`config.mk`:
```
export PLATFORM = sky130hd
export DESIGN_NAME = stream_buffer_watermark_control_core
export DESIGN_NICKNAME = d
export VERILOG_FILES = /design/src/hdl/sbwc_pkg.sv /design/src/hdl/sbwc_levels.sv /design/src/hdl/sbwc_ctrl.sv /design/src/hdl/stream_buffer_watermark_control_core.sv
export SDC_FILE = /design/constraint.sdc
export NUM_CORES = 1
export LEC_CHECK = 0
export ABC_AREA = 1
export BUFFER_PORTS_ARGS = -buffer_cell sky130_fd_sc_hd__buf_2
export CAP_MARGIN = 30
export CORE_MARGIN = 5
export CORE_UTILIZATION = 55
export DETAILED_ROUTE_END_ITERATION = 16
export PLACE_DENSITY = 0.72
export SLEW_MARGIN = 20
export SYNTH_ARGS = -nofsm -noshare
export SYNTH_HDL_FRONTEND = slang
export SYNTH_SLANG_ARGS = --single-unit
```
`constraint.sdc`:
```
create_clock -name i_clk -period 12.4 [get_ports i_clk]
set_input_delay 1.24 -clock i_clk [delete_from_list [all_inputs] [get_ports i_clk]]
set_output_delay 1.24 -clock i_clk [all_outputs]
set_load 0.01 [all_outputs]
```
`src/hdl/sbwc_pkg.sv`:
```
// ============================================================================
// sbwc_pkg: shared types and constants for the stream buffer watermark control
// Holds item layouts, state and command codes, reset values and the constant
// reciprocals used to derive the fallback fill levels from the buffer size.
// ============================================================================
`default_nettype none

package sbwc_pkg;

    // ------------------------------------------------------------------
    // Field widths
    // ------------------------------------------------------------------
    localparam int RATE_W     = 10;
    localparam int SIZE_W     = 18;
    localparam int LEVEL_W    = 18;
    localparam int START_W    = 19;
    localparam int DEADLINE_W = 16;
    localparam int RETRY_W    = 4;
    localparam int CFG_DATA_W = 18;
    localparam int S_TDATA_W  = 24;
    localparam int M_TDATA_W  = 16;

    // ------------------------------------------------------------------
    // Controller parameters
    // ------------------------------------------------------------------
    localparam logic [DEADLINE_W-1:0] TIMEOUT_UNITS = 16'd10;
    localparam logic [RETRY_W-1:0]    RETRIES       = 4'd3;

    // Bitrate substituted for values below the minimum
    localparam logic [RATE_W-1:0] RATE_MIN     = 10'd8;
    localparam logic [RATE_W-1:0] RATE_DEFAULT = 10'd128;

    // ------------------------------------------------------------------
    // Configuration register indexes
    // ------------------------------------------------------------------
    localparam logic CFG_BITRATE = 1'b0;
    localparam logic CFG_BUFFER  = 1'b1;

    // Buffer size after reset and the fill levels derived from it
    localparam logic [SIZE_W-1:0] SIZE_RST       = 18'd65536;
    localparam logic [SIZE_W-1:0] SZ_LOW_RST     = SIZE_W'(65536 / 10);
    localparam logic [SIZE_W-1:0] SZ_RESUME_RST  = SIZE_W'(65536 / 2);
    localparam logic [SIZE_W-1:0] SZ_START_RST   = SIZE_W'((65536 * 4) / 5);

    // Reciprocals: floor(x/10) = (x*DIV10_MUL) >> DIV10_SHIFT for 18-bit x,
    // floor(x/5) = (x*DIV5_MUL) >> DIV5_SHIFT for 20-bit x
    localparam int               DIV10_SHIFT = 22;
    localparam logic [18:0]      DIV10_MUL   = 19'd419431;
    localparam int               DIV5_SHIFT  = 23;
    localparam logic [20:0]      DIV5_MUL    = 21'd1677722;

    // ------------------------------------------------------------------
    // Codes
    // ------------------------------------------------------------------
    typedef enum logic [1:0] {
        REQ_TICK    = 2'd0,
        REQ_START   = 2'd1,
        REQ_OUTCOME = 2'd2,
        REQ_STOP    = 2'd3
    } t_req;

    localparam logic [1:0] OUT_OPENED = 2'd0;
    localparam logic [1:0] OUT_MOVED  = 2'd1;

    typedef enum logic [3:0] {
        M_CLOSED     = 4'b0001,
        M_CONNECTING = 4'b0010,
        M_PLAYING    = 4'b0100,
        M_BUFFERING  = 4'b1000
    } t_mode;

    localparam logic [1:0] PS_CLOSED     = 2'd0;
    localparam logic [1:0] PS_CONNECTING = 2'd1;
    localparam logic [1:0] PS_PLAYING    = 2'd2;
    localparam logic [1:0] PS_BUFFERING  = 2'd3;

    typedef enum logic [2:0] {
        CMD_NONE    = 3'd0,
        CMD_START   = 3'd1,
        CMD_PLAY    = 3'd2,
        CMD_PAUSE   = 3'd3,
        CMD_STOP    = 3'd4,
        CMD_RESTART = 3'd5
    } t_cmd;

    // ------------------------------------------------------------------
    // Structures
    // ------------------------------------------------------------------
    typedef struct packed {
        t_req               req_type;
        logic [LEVEL_W-1:0] buffer_level;
        logic               time_tick;
        logic [1:0]         open_outcome;
    } t_item;

    typedef struct packed {
        logic [1:0]         play_state;
        t_cmd               decoder_cmd;
        logic               reopen_request;
        logic [RETRY_W-1:0] retries_left;
    } t_result;

    typedef struct packed {
        logic [LEVEL_W-1:0] low;
        logic [LEVEL_W-1:0] resume;
        logic [START_W-1:0] start;
    } t_levels;

    // Map the internal one-hot mode to the reported play state
    function automatic logic [1:0] mode_code(input t_mode m);
        logic [1:0] code;
        case (m)
            M_CONNECTING: code = PS_CONNECTING;
            M_PLAYING:    code = PS_PLAYING;
            M_BUFFERING:  code = PS_BUFFERING;
            default:      code = PS_CLOSED;
        endcase
        return code;
    endfunction

endpackage

`default_nettype wire

```
`src/hdl/sbwc_levels.sv`:
```
// ============================================================================
// sbwc_levels: configuration registers and fill level derivation
// Holds bitrate and buffer size, precomputes the size-based levels on each
// size write, and selects bitrate- or size-based low/resume/start levels.
// ============================================================================
`default_nettype none

module sbwc_levels (
    input  wire logic                             i_clk,
    input  wire logic                             i_rst_n,
    input  wire logic                             i_cfg_we,
    input  wire logic                             i_cfg_idx,
    input  wire logic [sbwc_pkg::CFG_DATA_W-1:0]  i_cfg_wdata,
    input  wire logic                             i_rate_clr,
    output sbwc_pkg::t_levels                     o_levels
);

    logic [sbwc_pkg::RATE_W-1:0]  r_bitrate;
    logic [sbwc_pkg::SIZE_W-1:0]  r_size;
    logic [sbwc_pkg::SIZE_W-1:0]  r_sz_low;
    logic [sbwc_pkg::SIZE_W-1:0]  r_sz_resume;
    logic [sbwc_pkg::SIZE_W-1:0]  r_sz_start;

    logic [36:0]                  w_prod10;
    logic [19:0]                  w_size_x4;
    logic [40:0]                  w_prod5;
    logic [sbwc_pkg::SIZE_W-1:0]  n_sz_low;
    logic [sbwc_pkg::SIZE_W-1:0]  n_sz_resume;
    logic [sbwc_pkg::SIZE_W-1:0]  n_sz_start;

    logic [sbwc_pkg::RATE_W-1:0]  w_rate;
    logic [15:0]                  w_low_b;
    logic [sbwc_pkg::START_W-1:0] w_start_b;
    logic                         w_use_size;

    // Size-based levels from the write data: 10%, 50% and 80%
    assign w_prod10    = 37'(i_cfg_wdata) * 37'(sbwc_pkg::DIV10_MUL);
    assign w_size_x4   = {i_cfg_wdata, 2'b00};
    assign w_prod5     = 41'(w_size_x4) * 41'(sbwc_pkg::DIV5_MUL);
    assign n_sz_low    = {3'b000, w_prod10[36:sbwc_pkg::DIV10_SHIFT]};
    assign n_sz_resume = {1'b0, i_cfg_wdata[sbwc_pkg::SIZE_W-1:1]};
    assign n_sz_start  = w_prod5[40:sbwc_pkg::DIV5_SHIFT];

    // Hold configuration; an open attempt clears the bitrate
    always_ff @(posedge i_clk) begin
        if (!i_rst_n) begin
            r_bitrate   <= '0;
            r_size      <= sbwc_pkg::SIZE_RST;
            r_sz_low    <= sbwc_pkg::SZ_LOW_RST;
            r_sz_resume <= sbwc_pkg::SZ_RESUME_RST;
            r_sz_start  <= sbwc_pkg::SZ_START_RST;
        end else begin
            if (i_rate_clr) begin
                r_bitrate <= '0;
            end
            if (i_cfg_we && i_cfg_idx == sbwc_pkg::CFG_BITRATE) begin
                r_bitrate <= i_cfg_wdata[sbwc_pkg::RATE_W-1:0];
            end
            if (i_cfg_we && i_cfg_idx == sbwc_pkg::CFG_BUFFER) begin
                r_size      <= i_cfg_wdata;
                r_sz_low    <= n_sz_low;
                r_sz_resume <= n_sz_resume;
                r_sz_start  <= n_sz_start;
            end
        end
    end

    // Bitrate-based levels: low = (rate/8)*512, resume = 4*low, start = 8*low
    assign w_rate     = (r_bitrate < sbwc_pkg::RATE_MIN) ? sbwc_pkg::RATE_DEFAULT : r_bitrate;
    assign w_low_b    = {w_rate[sbwc_pkg::RATE_W-1:3], 9'd0};
    assign w_start_b  = {w_low_b, 3'b000};
    assign w_use_size = (w_start_b >= {1'b0, r_size});

    // Fall back to size-based levels once start reaches the buffer size
    always_comb begin
        if (w_use_size) begin
            o_levels.low    = r_sz_low;
            o_levels.resume = r_sz_resume;
            o_levels.start  = {1'b0, r_sz_start};
        end else begin
            o_levels.low    = {2'b00, w_low_b};
            o_levels.resume = {w_low_b, 2'b00};
            o_levels.start  = w_start_b;
        end
    end

endmodule

`default_nettype wire

```
`src/hdl/sbwc_ctrl.sv`:
```
// ============================================================================
// sbwc_ctrl: playout controller step
// Input register, mode/deadline/retry state and the result register; one
// item advances from input to result register per cycle unless the result side stalls.
// ============================================================================
`default_nettype none

module sbwc_ctrl (
    input  wire logic               i_clk,
    input  wire logic               i_rst_n,
    input  wire logic               i_in_valid,
    output logic                    o_in_ready,
    input  wire sbwc_pkg::t_item    i_item,
    input  wire sbwc_pkg::t_levels  i_levels,
    output logic                    o_rate_clr,
    output logic                    o_out_valid,
    input  wire logic               i_out_ready,
    output sbwc_pkg::t_result       o_result
);

    logic                                r_in_valid;
    sbwc_pkg::t_item                     r_in;
    logic                                r_out_valid;
    sbwc_pkg::t_result                   r_out;

    sbwc_pkg::t_mode                     r_mode;
    logic [sbwc_pkg::DEADLINE_W-1:0]     r_deadline;
    logic [sbwc_pkg::RETRY_W-1:0]        r_retry;

    sbwc_pkg::t_mode                     n_mode;
    logic [sbwc_pkg::DEADLINE_W-1:0]     n_deadline;
    logic [sbwc_pkg::RETRY_W-1:0]        n_retry;
    sbwc_pkg::t_cmd                      w_cmd;
    logic                                w_reopen;
    logic                                w_clr;
    logic                                w_adv;
    logic                                w_expired;
    logic                                w_count;

    // Advance when the result register is free or being emptied
    assign w_adv       = r_in_valid && (!r_out_valid || i_out_ready);
    assign o_in_ready  = !r_in_valid || w_adv;
    assign o_out_valid = r_out_valid;
    assign o_result    = r_out;
    assign o_rate_clr  = w_adv && w_clr;

    // Deadline handling on a timeout unit
    assign w_expired = r_in.time_tick && (r_deadline == '0);
    assign w_count   = r_in.time_tick && (r_deadline != '0);

    // Step the controller for the held item
    always_comb begin
        n_mode     = r_mode;
        n_deadline = r_deadline;
        n_retry    = r_retry;
        w_cmd      = sbwc_pkg::CMD_NONE;
        w_reopen   = 1'b0;
        w_clr      = 1'b0;
        case (r_in.req_type)
            sbwc_pkg::REQ_START: begin
                n_retry    = sbwc_pkg::RETRIES;
                n_mode     = sbwc_pkg::M_CONNECTING;
                n_deadline = sbwc_pkg::TIMEOUT_UNITS;
                w_cmd      = sbwc_pkg::CMD_START;
                w_reopen   = 1'b1;
                w_clr      = 1'b1;
            end
            sbwc_pkg::REQ_OUTCOME: begin
                if (r_mode == sbwc_pkg::M_CONNECTING) begin
                    if (r_in.open_outcome == sbwc_pkg::OUT_OPENED) begin
                        n_deadline = sbwc_pkg::TIMEOUT_UNITS;
                    end else if (r_in.open_outcome == sbwc_pkg::OUT_MOVED) begin
                        n_deadline = '0;
                    end else begin
                        w_cmd   = sbwc_pkg::CMD_STOP;
                        n_mode  = sbwc_pkg::M_CLOSED;
                        n_retry = sbwc_pkg::RETRIES;
                    end
                end
            end
            sbwc_pkg::REQ_STOP: begin
                if (r_mode != sbwc_pkg::M_CLOSED) begin
                    w_cmd = sbwc_pkg::CMD_STOP;
                end
                n_mode  = sbwc_pkg::M_CLOSED;
                n_retry = sbwc_pkg::RETRIES;
            end
            default: begin
                case (r_mode)
                    sbwc_pkg::M_PLAYING: begin
                        n_deadline = sbwc_pkg::TIMEOUT_UNITS;
                        if (r_in.buffer_level < i_levels.low) begin
                            n_mode = sbwc_pkg::M_BUFFERING;
                            w_cmd  = sbwc_pkg::CMD_PAUSE;
                        end else begin
                            w_cmd  = sbwc_pkg::CMD_PLAY;
                        end
                    end
                    sbwc_pkg::M_BUFFERING: begin
                        if (r_in.buffer_level > i_levels.resume) begin
                            n_mode = sbwc_pkg::M_PLAYING;
                            w_cmd  = sbwc_pkg::CMD_PLAY;
                        end
                        if (w_count) begin
                            n_deadline = r_deadline - 1'b1;
                        end
                        // Buffering timeout overrides a resume
                        if (w_expired) begin
                            w_cmd      = sbwc_pkg::CMD_STOP;
                            n_mode     = sbwc_pkg::M_CONNECTING;
                            n_deadline = sbwc_pkg::DEADLINE_W'(1);
                        end
                    end
                    sbwc_pkg::M_CONNECTING: begin
                        if ({1'b0, r_in.buffer_level} > i_levels.start) begin
                            n_mode = sbwc_pkg::M_PLAYING;
                            w_cmd  = sbwc_pkg::CMD_PLAY;
                        end
                        if (w_count) begin
                            n_deadline = r_deadline - 1'b1;
                        end
                        // Connect timeout: retry while budget remains
                        if (w_expired) begin
                            w_cmd  = sbwc_pkg::CMD_STOP;
                            n_mode = sbwc_pkg::M_CLOSED;
                            if (r_retry != '0) begin
                                n_retry    = r_retry - 1'b1;
                                n_mode     = sbwc_pkg::M_CONNECTING;
                                n_deadline = sbwc_pkg::TIMEOUT_UNITS;
                                w_cmd      = sbwc_pkg::CMD_RESTART;
                                w_reopen   = 1'b1;
                                w_clr      = 1'b1;
                            end
                        end
                    end
                    default: begin
                        n_mode = r_mode;
                    end
                endcase
            end
        endcase
    end

    // Hold valid flags and controller state
    always_ff @(posedge i_clk) begin
        if (!i_rst_n) begin
            r_in_valid  <= 1'b0;
            r_out_valid <= 1'b0;
            r_mode      <= sbwc_pkg::M_CLOSED;
            r_deadline  <= '0;
            r_retry     <= sbwc_pkg::RETRIES;
        end else begin
            if (o_in_ready) begin
                r_in_valid <= i_in_valid;
            end
            if (w_adv) begin
                r_out_valid <= 1'b1;
                r_mode      <= n_mode;
                r_deadline  <= n_deadline;
                r_retry     <= n_retry;
            end else if (i_out_ready) begin
                r_out_valid <= 1'b0;
            end
        end
    end

    // Capture payloads
    always_ff @(posedge i_clk) begin
        if (o_in_ready && i_in_valid) begin
            r_in <= i_item;
        end
        if (w_adv) begin
            r_out.play_state     <= sbwc_pkg::mode_code(n_mode);
            r_out.decoder_cmd    <= w_cmd;
            r_out.reopen_request <= w_reopen;
            r_out.retries_left   <= n_retry;
        end
    end

endmodule

`default_nettype wire

```
`src/hdl/stream_buffer_watermark_control_core.sv`:
```
// ============================================================================
// stream_buffer_watermark_control_core: playout buffer watermark controller
// Streams service items in and one decoder command result per item out.
// ============================================================================
// Takes one item per clock, unless the result side stalls, and returns
// exactly one result per item, in order. An accepted item lands in an input
// register and moves to the result register at the next edge at which the
// result register is free or being emptied, and is offered there until
// taken; with the output side ready the sustained rate is one item
// per cycle, set by the single registered controller step. Fill levels
// follow the bitrate register (low = rate/8*512, resume = 4*low, start =
// 8*low, 128 kb/s below 8) or, when start reaches the buffer size, 10%, 50%
// and 80% of the size; the size-based levels are computed when the size is
// written. Write configuration only while no item is in flight; a start
// request or a reconnect attempt clears the bitrate register.
`default_nettype none

module stream_buffer_watermark_control_core (
    input  wire logic                             i_clk,
    input  wire logic                             i_rst_n,
    // Configuration write port
    input  wire logic                             i_cfg_we,
    input  wire logic                             i_cfg_idx,
    input  wire logic [sbwc_pkg::CFG_DATA_W-1:0]  i_cfg_wdata,
    // Service items in
    input  wire logic                             s_axis_tvalid,
    output logic                                  s_axis_tready,
    // buffer_level[17:0], time_tick[18], open_outcome[20:19], zero[23:21]
    input  wire logic [sbwc_pkg::S_TDATA_W-1:0]   s_axis_tdata,
    // req_type[1:0]
    input  wire logic [1:0]                       s_axis_tuser,
    // Results out
    output logic                                  m_axis_tvalid,
    input  wire logic                             m_axis_tready,
    // play_state[1:0], decoder_cmd[4:2], reopen_request[5],
    // retries_left[9:6], zero[15:10]
    output logic [sbwc_pkg::M_TDATA_W-1:0]        m_axis_tdata
);

    sbwc_pkg::t_item   w_item;
    sbwc_pkg::t_levels w_levels;
    sbwc_pkg::t_result w_result;
    logic              w_rate_clr;

    // Unpack the incoming item
    assign w_item.req_type     = sbwc_pkg::t_req'(s_axis_tuser);
    assign w_item.buffer_level = s_axis_tdata[17:0];
    assign w_item.time_tick    = s_axis_tdata[18];
    assign w_item.open_outcome = s_axis_tdata[20:19];

    sbwc_levels u_levels (
        .i_clk       (i_clk),
        .i_rst_n     (i_rst_n),
        .i_cfg_we    (i_cfg_we),
        .i_cfg_idx   (i_cfg_idx),
        .i_cfg_wdata (i_cfg_wdata),
        .i_rate_clr  (w_rate_clr),
        .o_levels    (w_levels)
    );

    sbwc_ctrl u_ctrl (
        .i_clk       (i_clk),
        .i_rst_n     (i_rst_n),
        .i_in_valid  (s_axis_tvalid),
        .o_in_ready  (s_axis_tready),
        .i_item      (w_item),
        .i_levels    (w_levels),
        .o_rate_clr  (w_rate_clr),
        .o_out_valid (m_axis_tvalid),
        .i_out_ready (m_axis_tready),
        .o_result    (w_result)
    );

    // Pack the result item
    assign m_axis_tdata = {6'd0, w_result.retries_left, w_result.reopen_request,
                           w_result.decoder_cmd, w_result.play_state};

endmodule

`default_nettype wire

```
Yosys cells after proc, flatten, opt, wreduce, memory -nomap -nowiden
Cells that the tools add are included.
- register bits after elaboration: 137
- logic and storage cells: 113
- add/subtract/negate cells: 2
- $mul: 2
- magnitude comparators: 5
- equal/unequal tests: 13
- muxes and demuxes: 50
- bitwise gates (word level): 2
- reductions and logical operators: 21
- operators with widths (kind ; count):
    two-way mux 16 bit ; 7
    case mux 16 bit (3 select lines) ; 2
    two-way mux 4 bit ; 14
    two-way mux 53 bit ; 1
    multiplier 18 x 20 -> 38 bit, second input constant ; 1
    multiplier 18 x 19 -> 37 bit, second input constant ; 1
    two-way mux 10 bit ; 3
    case mux 4 bit (3 select lines) ; 2
    greater-or-equal comparator 19 x 18 -> 1 bit ; 1
    greater-than comparator 18 x 19 -> 1 bit ; 1
    greater-than comparator 18 bit ; 1
    < comparator 18 x 16 -> 1 bit ; 1
    two-way mux 3 bit ; 6
    case mux 3 bit (3 select lines) ; 2
    logical NOT 16 bit ; 1
    nonzero test 16 bit ; 1
    subtractor 16 x 1 -> 16 bit, second input constant ; 1
    < comparator 10 x 4 -> 1 bit, second input constant ; 1
    == test 4 x 2 -> 1 bit, second input constant ; 2
    == test 4 x 3 -> 1 bit, second input constant ; 2
    == test 4 bit, second input constant ; 2
    case mux 4 bit (2 select lines) ; 1
    nonzero test 4 bit ; 2
    logical AND 1 bit ; 7
    other kinds (17) ; 32

Depth between registers and ports, before layout
Gate-level depths: netlist of the first run.
- depth after elaboration: 11
- depth in mapped cells: 29
- depth with buffers taken out: 27

Hierarchy
From an unflattened synthesis of the first run, not the netlist that was laid out.
- cells, all modules: 2198
- area total of the unflattened synthesis: 16343.2 sq um
- by module, submodules not included (module ; times used ; cells each ; area an instance (sq um) ; sequential area each (sq um)):
    sbwc_levels ; 1 ; 1578 ; 11761.3 ; 1161.1
    sbwc_ctrl ; 1 ; 613 ; 4533.1 ; 1511.4
    stream_buffer_watermark_control_core ; 1 ; 7 ; 48.8 ; 0.0

Worst setup path before layout of the first run
Ideal clock, no wire load.
- path kind: input to register
- from: in i_cfg_wdata[7] in the netlist's numbering
- to: reg u_levels.r_sz_low[8] in the netlist's numbering
- setup time: 119 ps
- arrival time: 5820 ps
- data required time: 12281 ps
- setup slack: 6461 ps
- stages on the path: 22
- path buffers: 0
- cells stage by stage: inv_1 > ha_1 > inv_1 > fa_1 > fa_1 > inv_1 > fa_1 > inv_1 > fa_1 > fa_1 > ha_1 > a21oi_1 > inv_1 > a21oi_1 > nor2_1 > nor3_1 > inv_1 > a21oi_1 > nand2_1 > a21o_1 > o21ai_0 > nand2_1
- cells in the longest elaborated chain, start to end: 1
- ends and longest elaborated chain (element ; RTL line ; RTL):
    start, declared ; stream_buffer_watermark_control_core.sv:24 ; input wire logic [sbwc_pkg::CFG_DATA_W-1:0] i_cfg_wdata,
    multiplier 18 x 19 -> 37 bit ; sbwc_levels.sv:37 ; assign w_prod10 = 37'(i_cfg_wdata) * 37'(sbwc_pkg::DIV10_MUL);
    end signal, assigned ; sbwc_levels.sv:49 ; r_sz_low <= sbwc_pkg::SZ_LOW_RST;
    end signal, assigned ; sbwc_levels.sv:61 ; r_sz_low <= n_sz_low;
    end, declared ; sbwc_levels.sv:20 ; logic [sbwc_pkg::SIZE_W-1:0] r_sz_low;
Every way passes these cells.
A chain may end at the register's enable or synchronous reset.

Worst setup path in the final report of the first run
- from: in i_cfg_wdata[7] in the netlist's numbering
- to: reg u_levels.r_sz_low[11] in the netlist's numbering
Same word-level chain as after synthesis.

==> results of run 1 <==
cells by family after synthesis:
logic type / Yosys count / synth area share
compound gates: 360 / 0.130
xor+xnor: 11 / 0.00628
fa+ha+maj: 404 / 0.406
buf+inv: 448 / 0.112
flops: 117 / 0.174
other cells: 2 / 0.000490
simple gates: 614 / 0.170
placed cells by master, fill, tap and decap left out, types with 5 or more instances in the layout:
cell type,Yosys,routed
nor4_1,9,9
clkbuf_16,0,20
nor2_1,148,148
a21oi_1,164,164
ha_1,248,248
conb_1,2,8
edfxtp_1,33,33
o21ai_0,122,122
nor3_1,26,26
o21a_1,6,6
a31oi_1,16,16
buf_2,1,58
nand3_1,70,70
inv_1,403,403
a21o_1,10,10
nand2_1,317,317
o22ai_1,9,9
inv_2,5,5
o21bai_1,7,7
fa_1,156,156
nand4_1,21,21
o211ai_1,11,11
xor2_1,7,7
dfxtp_1,84,84
area by class of cell:
| class | count | area share |
|---|---|---|
| Clock inverter | 9 | 0.00797 |
| Multi-Input combinational cell | 1397 | 0.659 |
| Clock buffer | 23 | 0.0320 |
| Inverter | 412 | 0.0931 |
| Tap cell | 378 | 0.0284 |
| Timing Repair Buffer | 62 | 0.0192 |
| Sequential cell | 117 | 0.161 |
how the worst min path moves through the flow:
| stage | end | depth (start not counted) | slack (ns) | start |
|---|---|---|---|---|
| after global placement | u_ctrl.r_deadline[13] | 2 | 0.46 | u_ctrl.r_deadline[13] |
| after CTS | u_levels.r_sz_start[7] | 2 | 0.47 | u_levels.r_sz_start[7] |
| after global routing | u_levels.r_sz_start[7] | 2 | 0.49 | u_levels.r_sz_start[7] |
| after detailed placement | u_levels.r_sz_start[7] | 2 | 0.45 | u_levels.r_sz_start[7] |
| final | u_levels.r_sz_start[7] | 2 | 0.47 | u_levels.r_sz_start[7] |
| after floorplan | u_levels.r_sz_start[14] | 2 | 0.44 | u_levels.r_sz_start[14] |
through the flow:
| stage | cells | worst slack [ns] | cell area (µm²) | hold slack [ns] |
|---|---|---|---|---|
| floorplan | 1962 | 6.46 | 15400 | 0.435 |
| global placement | 2366 | 5.36 | 16000 | 0.457 |
| detailed placement | 2366 | 5.31 | 16000 | 0.455 |
| CTS | 2398 | 5.72 | 16600 | 0.469 |
| global route | 2398 | 5.30 | 16600 | 0.494 |
| finish | 2398 | 5.67 | 16600 | 0.469 |
worst max-delay path, cell delays in order:
cell     delay [ns]
buf_2          0.19
inv_1          0.15
ha_1           0.30
inv_1          0.10
fa_1           0.68
fa_1           0.60
inv_1          0.05
fa_1           0.48
inv_1          0.06
fa_1           0.61
fa_1           0.47
ha_1           0.36
nand2_1        0.11
nor2_1         0.24
nand4_1        0.11
o21ai_0        0.48
nand3_1        0.13
nand2_1        0.14
nand2_1        0.06
nand2_1        0.09
xor2_1         0.24
o21ai_0        0.10
sequential cells by signal, indices dropped and copies added (netlist names), 7 cells and up:
| signal | cells |
|---|---|
| u_ctrl.r_deadline | 16 |
| u_levels.r_sz_start | 18 |
| u_levels.r_size | 18 |
| u_ctrl.r_in | 23 |
| u_ctrl.o_result | 10 |
| u_levels.r_bitrate | 7 |
| u_levels.r_sz_low | 15 |
layer usage:
| metal | track usage | part of all wire | wire (µm) |
|---|---|---|---|
| met1 | 0.417 | 0.45 | 20300 |
| met2 | 0.466 | 0.44 | 19700 |
| met3 | 0.0622 | 0.086 | 3840 |
| met4 | 0.0729 | 0.023 | 1010 |
| met5 | 0 | 0 | 0 |
==> summary.md, run 1 <==
The register clock-pin slew on the reported worst setup and hold paths works out to 0.06 ns. CTS saw 117 sinks. The final layout contains 2461 nets.

Worst setup path endpoint: u_levels.r_sz_low[11]. The critical path starts at i_cfg_wdata[7]. Buffers added to address setup during post-CTS repair amount to 0. For the part of the Yosys area used for sequential elements, the log shows 0.174. The first routing iteration left 1095 violations. The tree is rooted in a clkbuf_16. The total count of max-transition violations in the final report is 0, and the worst-case headroom to the max-slew limit is 0.403.

Final total negative setup slack: 0 ns. The worst register-to-register path begins at u_levels.r_bitrate[5]. Timing would allow up to 149 MHz.

The fraction of synthesized cell area taken by the top area cell type is 0.204, and the total number of yosys warnings is 0. The via count of the first global-routing pass is 13215, and the number of nets still failing antenna checks after routing is 0. Counting flops with a built-in enable in the synthesized netlist gives 33. After synthesis the cells add up to 15300 µm². The standard-cell row count came out at 61.

In this run, post-CTS hold repair placed 0 buffers. The flow ran to the end, and the final reports show no timing, DRC or antenna violations. The area growth from synthesis to layout is 8.52%.

The tools report the remaining global-route overflow as 0. STA puts the critical path data required time at 12.68 ns. The final core area utilization is 0.602, and the number of storage elements in the synthesis netlist is 117. The final setup skew is 0.0129 ns. Setup violations remaining at the end of the flow were counted as 0. Across all register-to-register paths, the minimum setup slack is 7.62 ns.

The tools report the largest net degree at the start of global routing as 60. The path class of the tightest hold or removal check is reg -> reg. The chip height is 177 µm. Synthesis produced a netlist whose cell count is 1956. Data on the critical path arrives at its endpoint at 7.01 ns. Max-cap violations in this run came to 0. Largest area contributor in the synthesized netlist: fa_1. The final cycle utilization of the critical path works out to 0.543. The category of the critical setup timing path was in -> reg. The count of cell types in the netlist was 53; the number of cells on the worst reg-to-reg path was 25. At the later pin of the worst-skew pair, clock insertion delay measures 0.42 ns. The first detailed-routing pass ran for 5 iterations. The logs give 1.03 for the weighted congestion at the end of routability-driven global placement and 38300 µm for the final HPWL from detailed placement. Yosys attributes the largest share of cell area to fa_1 20%, ha_1 20%, dfxtp_1 11%.

In this run the worst path has a maximum fanout of 5. For the post-cts gate resize count, the log shows 0. The ratio of cells with drive above 1 in the final layout is 0.0594. The combined flip-flop and latch cell area was 2670 µm²; the synthesized area divided by synthesized cell count was 7.84 µm².

Actual transition at the worst max-transition pin: 0.895 ns. The multi-input combinational cells in the finished layout cover a total of 11000 µm². Counting the fill cells in the layout gives 2560. The top flip-flop cell by instance count after synthesis is dfxtp_1.

For the number of clock buffers inserted by TritonCTS, the log shows 17. The effective utilization at floorplan was 0.555. The all-layer global routing usage was 0.295; the maximum clock path buffer count was 2. The per-cell routed wire length is 18.7 µm, and the core outline area is 27600 µm². The detailed router placed 13327 vias in this run.

In the post-synthesis netlist, the cell with the most instances is inv_1. The H-tree was split into 4 levels. The worst setup path is launched from an input port. Setup repair after global routing left no endpoint under its margin. The number of antenna diodes in the final layout is 0. In the routed design, unresolved DRC markers number 0. The clock period minus worst slack came out at 6.73 ns. The area of the die came out at 31300 µm². The commonest cells after synthesis are 403 x inv_1, 317 x nand2_1, 248 x ha_1, 164 x a21oi_1, 156 x fa_1. The worst setup path is captured at a flop. TritonCTS built the clock tree. The share of flip-flops with an asynchronous set or reset is 0. During I/O placement, the number of pins put on the boundary was 68. The worst register-to-register path ends at u_ctrl.o_result[9].

The wire length of the first global-routing pass is 71000 µm. The routed design has 44800 µm of wire. Input and output buffers added on the ports amount to 58. The run gives 0 as the final number of hold-violating endpoints. From left edge to right edge, the die measures 177 µm.

Using the TritonRoute via totals, the vias-per-cell ratio works out to 5.56. The tools report the initial antenna violation count as 0.
Power of run 1 is not shown: default switching activity piles up to over one toggle a cycle in this logic, so the estimate is an artifact.
==> run 2: changes to the inputs <==
--- a/config.mk
+++ b/config.mk
@@ -11,7 +11,7 @@
 export CORE_MARGIN = 5
 export CORE_UTILIZATION = 55
 export DETAILED_ROUTE_END_ITERATION = 16
-export PLACE_DENSITY = 0.72
+export PLACE_DENSITY = 0.75
 export SLEW_MARGIN = 20
 export SYNTH_ARGS = -nofsm -noshare
 export SYNTH_HDL_FRONTEND = slang
==> constraint.sdc (replaced) <==
create_clock -name i_clk -period 5.62 [get_ports i_clk]
set_input_delay 0.562 -clock i_clk [delete_from_list [all_inputs] [get_ports i_clk]]
set_output_delay 0.562 -clock i_clk [all_outputs]
set_load 0.01 [all_outputs]
==> run 2 against run 1 <==
Effect of this change: routed wire length grew 6.7%; via count grew 5.9%; final cell count grew 7.5%; global-route usage grew 2.1 points; critical path depth grew 1; register-to-register slack lost 6.5 ns; clock skew shrank 0.0046 ns; largest cell class unchanged.
==> summary.md, run 2 (synthesis results as in run 1) <==
The run finished with clean final reports. The count of pins on the block boundary is 68 (unchanged), and the max capacitance violation total is 0 (unchanged). The register clock-pin slew on the reported worst setup and hold paths was 0.06 ns (about the same). For the post-CTS setup-driven buffer insertion count, the log shows 0 (unchanged). The count of buffers inserted at the top-level ports works out to 58 (unchanged).

The number of failing setup endpoints in the final timing report is 0 (unchanged), and the delay contributed by the slowest stage of the critical path is 0.52 ns (-0.16 ns). The tools report the sum of routed wire length over all layers as 47800 µm (+6.7%). Setup repair after global routing left no endpoint under its margin. Category of cells accounting for the largest share of critical-path delay: adder cells. The commonest non-fill, non-tap cell in the layout was inv_1. The number of flip-flops under the largest register name was 23 (unchanged); the number of detailed-route iterations in the first pass was 6 (+1). For the CTS H-tree depth, the log shows 4 (unchanged). The worst setup path is of the in -> reg kind.

The critical path goes through buf_2, buf_4, ha_1, ha_1, or2_2, fa_1, inv_1, fa_1, fa_1, inv_1, fa_1, ha_1, a21o_1, a31oi_1, o21ai_0, buf_4, a21o_1, nand2_1, nand2_1, nand2_1, nand2_1, o21ai_0, inv_1. The initial antenna violation count is 0 (unchanged), and the critical path required time is 5.93 ns (-6.75 ns). For the wire length of the first global-routing pass, the log shows 75800 µm (+6.8%).

The number of nets still failing antenna checks after routing is 0 (unchanged). Core outline area: 27600 µm² (unchanged). The tools report the latest clock arrival within the worst-skew pair as 0.42 ns (about the same).

The worst-case headroom to the max-slew limit was 0.510 (+0.108). The logs give 3970 µm (+3.5%) for the met3 wire length and 0 (unchanged) for the remaining global-route overflow. The detail-routed via count per cell was 5.48 (-1.5%). The total count of max-transition violations in the final report was 0 (unchanged); the maximum clock path buffer count was 2 (unchanged). The kind of capture point of the worst setup path was a flop.

The length of routed met2 wiring came out at 21300 µm (+8.1%). In the layout the commonest cells are 402 x inv_1, 317 x nand2_1, 246 x ha_1. The run gives 2640 (+7.3%) as the final net count. The DRC violation count after routing is 0 (unchanged), and the per-cell routed wire length is 18.6 µm (-0.70%). The actual transition at the worst max-transition pin was 0.735 ns (-0.160 ns); the largest net degree at the start of global routing was 43 (-28%). The via count of the first global-routing pass was 14294 (+8.2%). The tree is rooted in a clkbuf_16. The logs give 61 (unchanged) for the standard-cell row count and 18000 µm² (+8.1%) for the final cell area excluding filler cells. Uppermost layer routed: met4. The logs give 31300 µm² (unchanged) for the area of the die and 186 MHz for the highest clock frequency the design can meet. The horizontal die dimension came out at 177 µm (unchanged).

The tools report the all-layer global routing usage as 0.316 (+0.0206). For the count of routing violations after the opening detailed-route iteration, the log shows 1214 (+11%). The slowest stage of the critical path is the fa_1 cell.

The peak fanout along the critical path was 4 (-1); the final setup skew was 0.00828 ns (-0.00460 ns). The clock period minus worst slack was 5.37 ns; the TritonCTS sink count was 117 (unchanged). TritonCTS built the clock tree. The chip height is 177 µm (unchanged).

The number of buffers and inverters on the critical path was 6 (+1); the post-synthesis to final-layout area growth was 17.3%. The logs give 0 (unchanged) for the diode insertion count for antenna repair and 17300 µm² (+8.4%) for the instance area at placement. The tools report the weighted congestion at the end of routability-driven global placement as 1.03 (+0.11%). The classification of the worst-slack hold path is in -> reg. The tools report the number of vias in the routed layout as 14112 (+5.9%). The critical path data arrival time is 5.68 ns (-1.33 ns). The largest registers in the layout are u_ctrl.r_in: 23 flops, u_levels.r_size: 18 flops, u_levels.r_sz_start: 18 flops.

The logs give 41000 µm (+7.0%) for the final HPWL from detailed placement and 21100 µm (+4.2%) for the post-route met1 wirelength. The final number of hold-violating endpoints came out at 0 (unchanged). The number of clock buffers inserted by TritonCTS is 17 (unchanged). The effective utilization at floorplan was 0.555 (unchanged). The final cycle utilization of the critical path is 0.955. The register with the most flip-flops was u_ctrl.r_in. STA classifies the critical path startpoint as an input port. The ratio of cells with drive above 1 in the final layout came out at 0.140 (+0.0807).
## run 2: stage by stage
stage          TNS, ns   util  hold WS [ns]  worst slack [ns]  instances
3_3_place_gp     -4.31  0.627         0.455            -0.235       2544
6_report             0  0.651         0.314             0.253       2577
4_1_cts              0  0.648         0.301             0.128       2576
2_1_floorplan        0      -         0.435             0.359       1962
3_5_place_dp     -5.54  0.627         0.465            -0.306       2544
5_1_grt              0  0.651         0.301           0.00160       2577
## run 2: final cells by class
type	instances	area [µm²]
sequential	117	2670
multi-input combinational	1397	11000
tap	378	473
timing repair buffer	241	1680
inverter	412	1550
clock inverter	13	158
clock buffer	19	433
fill	2417	9640
## run 2: path summary, 6_finish.rpt
path,startpoint,slack (ns),depth (start not counted),to
setup / recovery,i_cfg_wdata[4],0.25,23,u_levels.r_sz_low[2]
hold / removal,s_axis_tdata[18],0.31,1,u_ctrl.r_in[2]
setup reg to reg,u_levels.r_bitrate[5],1.16,21,u_ctrl.o_result[9]
hold reg to reg,u_ctrl.r_deadline[13],0.47,2,u_ctrl.r_deadline[13]
## run 2: repair_timing
action	CTS	global route
setup endpoints to repair	0	26
resized for setup	0	16
hold buffers	0	0
## run 2: metal layers
layer	GRT usage	vias up
met5	0	-
met4	0.0909	0
met3	0.0677	83
met2	0.497	497
met1	0.441	6745
li1	-	6787
## run 2: worst reg2reg max path: stages (launching register included)
cell and delay, ns:
dfxtp_1 0.35, nor4_1 0.30, nand3_1 0.13, nand2_1 0.09, ha_1 0.22, nand2_1 0.09
o21ai_0 0.08, nor3_1 0.14, nand3_1 0.16, inv_1 0.51, nand2_1 0.23, o21ai_0 0.18
ha_1 0.31, a21oi_1 0.14, o21ai_0 0.10, o21bai_1 0.20, a31oi_1 0.37, nand3_1 0.21
nand2_1 0.14, a21oi_1 0.10, nand3_1 0.12, nand2_1 0.06
Power of run 2 is left out for the same reason.
==> run 3: changes to the inputs <==
==> constraint.sdc (replaced) <==
create_clock -name i_clk -period 5.62 [get_ports i_clk]
set_input_delay 1.124 -clock i_clk [delete_from_list [all_inputs] [get_ports i_clk]]
set_output_delay 1.124 -clock i_clk [all_outputs]
set_load 0.01 [all_outputs]
==> run 3 against run 2 <==
Effect of this change: global-route usage decreased by 0.40 points; the flow now finishes with violations (setup timing); sequential share of layout area fell by 1.3 points; hold slack gained 0.16 ns; setup slack got worse by 0.26 ns; core utilization rose by 6.0 points; highest routed layer unchanged; final cell count up 2.0%; critical path type unchanged; register-to-register slack worse by 0.11 ns; sequential cell count is the same; final area is 9.2% higher; clock skew is essentially flat; maximum frequency fell by 4.7%; clock-buffer cell count up 5.
==> summary.md, run 3 (synthesis results as in run 1) <==
The final number of hold-violating endpoints was 0 (unchanged); the remaining global-route overflow was 0 (unchanged). The number of flip-flops under the largest register name was 23 (unchanged); the max capacitance violation total was 0 (unchanged). The number of vias in the routed layout was 14556 (+3.1%). The maximum clock path buffer count is 2 (unchanged), and the weighted congestion at the end of routability-driven global placement is 0.998 (-3.4%). The tools report the latest clock arrival within the worst-skew pair as 0.42 ns (about the same). The clock period minus worst slack works out to 5.63 ns (+0.263 ns). The run gives 2 (+2) as the number of failing setup endpoints in the final timing report. The worst hold path begins at u_levels.r_sz_low[8]. The tools report the number of clock buffers inserted by TritonCTS as 17 (unchanged). The worst setup path is of the in -> reg kind. The final HPWL from detailed placement was 39900 µm (-2.6%); the effective utilization at floorplan was 0.555 (unchanged). The instance area at placement was 17700 µm² (+2.1%); the number of nets still failing antenna checks after routing was 0 (unchanged). The final non-filler cell total was 2629 (+2.0%).

The via count of the first global-routing pass came out at 14501 (+1.4%). The chip height was 177 µm (unchanged). The horizontal die dimension came out at 177 µm (unchanged).

The checks that failed: setup timing. The setup slack after layout came out at -0.00965 ns (-0.263 ns). For the critical path data arrival time, the log shows 5.94 ns (+0.26 ns). The area of the die came out at 31300 µm² (unchanged). The worst hold path belongs to the class reg -> reg.

The highest clock frequency the design can meet is 178 MHz (-4.7%), and the worst-case headroom to the max-slew limit is 0.539 (+0.0282). The register clock-pin slew on the reported worst setup and hold paths works out to 0.05 ns (about the same). The logs give 1.05 ns (-0.11 ns) for the minimum setup slack among reg-to-reg paths and 2692 (+2.0%) for the final net count. The register with the most flip-flops is u_ctrl.r_in.

The actual transition at the worst max-transition pin was 0.687 ns (-0.0473 ns). The startpoint identified for the worst register-to-register timing path is u_levels.r_bitrate[5]. The run gives -0.737 ns (-0.431 ns) as the pre-CTS setup slack.

The largest net degree at the start of global routing was 48 (+12%); the initial antenna violation count was 1 (+1). In the layout the commonest cells are 376 x inv_1, 289 x nand2_1, 226 x buf_4. The count of buffers inserted at the top-level ports is 58 (unchanged).

The wire length of the first global-routing pass is 75600 µm (-0.20%). The detail-routed via count per cell is 5.54 (+1.1%), and the final cycle utilization of the critical path is 1.00 (+0.0468). Standard-cell row count: 61 (unchanged).

The run finished, with violations left. Buffer type at the clock tree root: clkbuf_16. The all-layer global routing usage was 0.312 (-0.00402); the final setup skew was 0.00847 ns (+0.000191 ns). The ratio of cells with drive above 1 in the final layout was 0.259 (+0.119). The run gives 4 (unchanged) as the CTS H-tree depth. The logs give 0 (unchanged) for the DRC violation count after routing and 8 (+2) for the number of detailed-route iterations in the first pass. The core outline area came out at 27600 µm² (unchanged). The final core area utilization came out at 0.711 (+0.0599). The largest registers in the layout are u_ctrl.r_in: 23 flops, u_levels.r_size: 18 flops, u_levels.r_sz_start: 18 flops. The per-cell routed wire length came out at 18.5 µm (-0.35%).

Leaving out fill and tap cells, the most frequent cell in the layout is inv_1. For the count of routing violations after the opening detailed-route iteration, the log shows 1130 (-6.9%). The tools report the kind of capture point of the worst setup path as a flop. Setup repair after global routing could not meet its margin everywhere. The peak fanout along the critical path was 4 (unchanged); the critical path required time was 5.93 ns (about the same).

The most critical setup path has its startpoint at i_cfg_wdata[17]. The area growth from synthesis to layout is 28.1%. Sum of routed wire length over all layers: 48600 µm (+1.7%). The total count of max-transition violations in the final report was 0 (unchanged). The number of instances in the placed design is 2576 (+1.3%).

The TritonCTS sink count came out at 117 (unchanged). The worst setup path is launched from an input port. TritonCTS built the clock tree.

The count of pins on the block boundary was 68 (unchanged). The logs give 19600 µm² (+9.2%) for the final cell area excluding filler cells and 0 (unchanged) for the diode insertion count for antenna repair. The number of buffers inserted for hold repair after clock tree synthesis is 0 (unchanged).
[run 3: cell types whose count changed in the layout (fill, tap and decap cells not counted), moves of 28 or more]
cell	change
o21ai_0	-32
nand2_1	-28
ha_4	+34
a21oi_2	+30
ha_1	-37
a21oi_1	-36
buf_4	+44
[run 3: metal layers]
metal | wire, µm | global-route usage
met2 | 21700 | 0.489
met1 | 20400 | 0.427
met3 | 4560 | 0.0705
met5 | 0 | 0
met4 | 1930 | 0.108
[run 3: worst max-delay path, stage by stage]
cell	delay (ns)
buf_8	0.10
fa_1	0.53
inv_1	0.05
fa_1	0.47
fa_1	0.50
inv_1	0.05
fa_1	0.50
inv_2	0.05
fa_1	0.52
inv_2	0.04
fa_2	0.57
ha_4	0.22
a21o_1	0.16
buf_4	0.14
a31oi_4	0.15
buf_4	0.14
o21ai_0	0.06
a21oi_1	0.14
nand2_1	0.11
nand2_1	0.07
nand2_1	0.05
o21ai_1	0.13
inv_1	0.05
[run 3: worst paths after layout]
| check | to | depth (start not counted) |
|---|---|---|
| worst max-delay path | u_levels.r_sz_low[10] | 23 |
| worst min-delay path | u_levels.r_sz_low[8] | 2 |
| worst max register to register | u_ctrl.o_result[9] | 24 |
| worst min register to register | u_levels.r_sz_low[8] | 2 |
[run 3: what timing repair did]
action | in CTS | in global routing
gates resized for setup | 133 | 186
pin swaps | 63 | 123
buffers inserted | 7 | 14
endpoints found under the setup margin | 33 | 33
[run 3: area by class of cell]
type	count	area [µm²]
multi-input combinational	1397	12200
tap	378	473
clock inverter	8	71.3
timing repair buffer	293	2160
inverter	412	1560
clock buffer	24	503
sequential	117	2670
fill	2109	7990
[run 3: metrics by stage]
stage / TNS, ns / hold WS, ns
finish: -0.0136 / 0.479
global placement: -18.28 / 0.454
global route: -2.00 / 0.504
floorplan: -0.0310 / 0.435
CTS: -0.0276 / 0.476
detailed placement: -19.72 / 0.466
Power of run 3 is left out for the same reason.
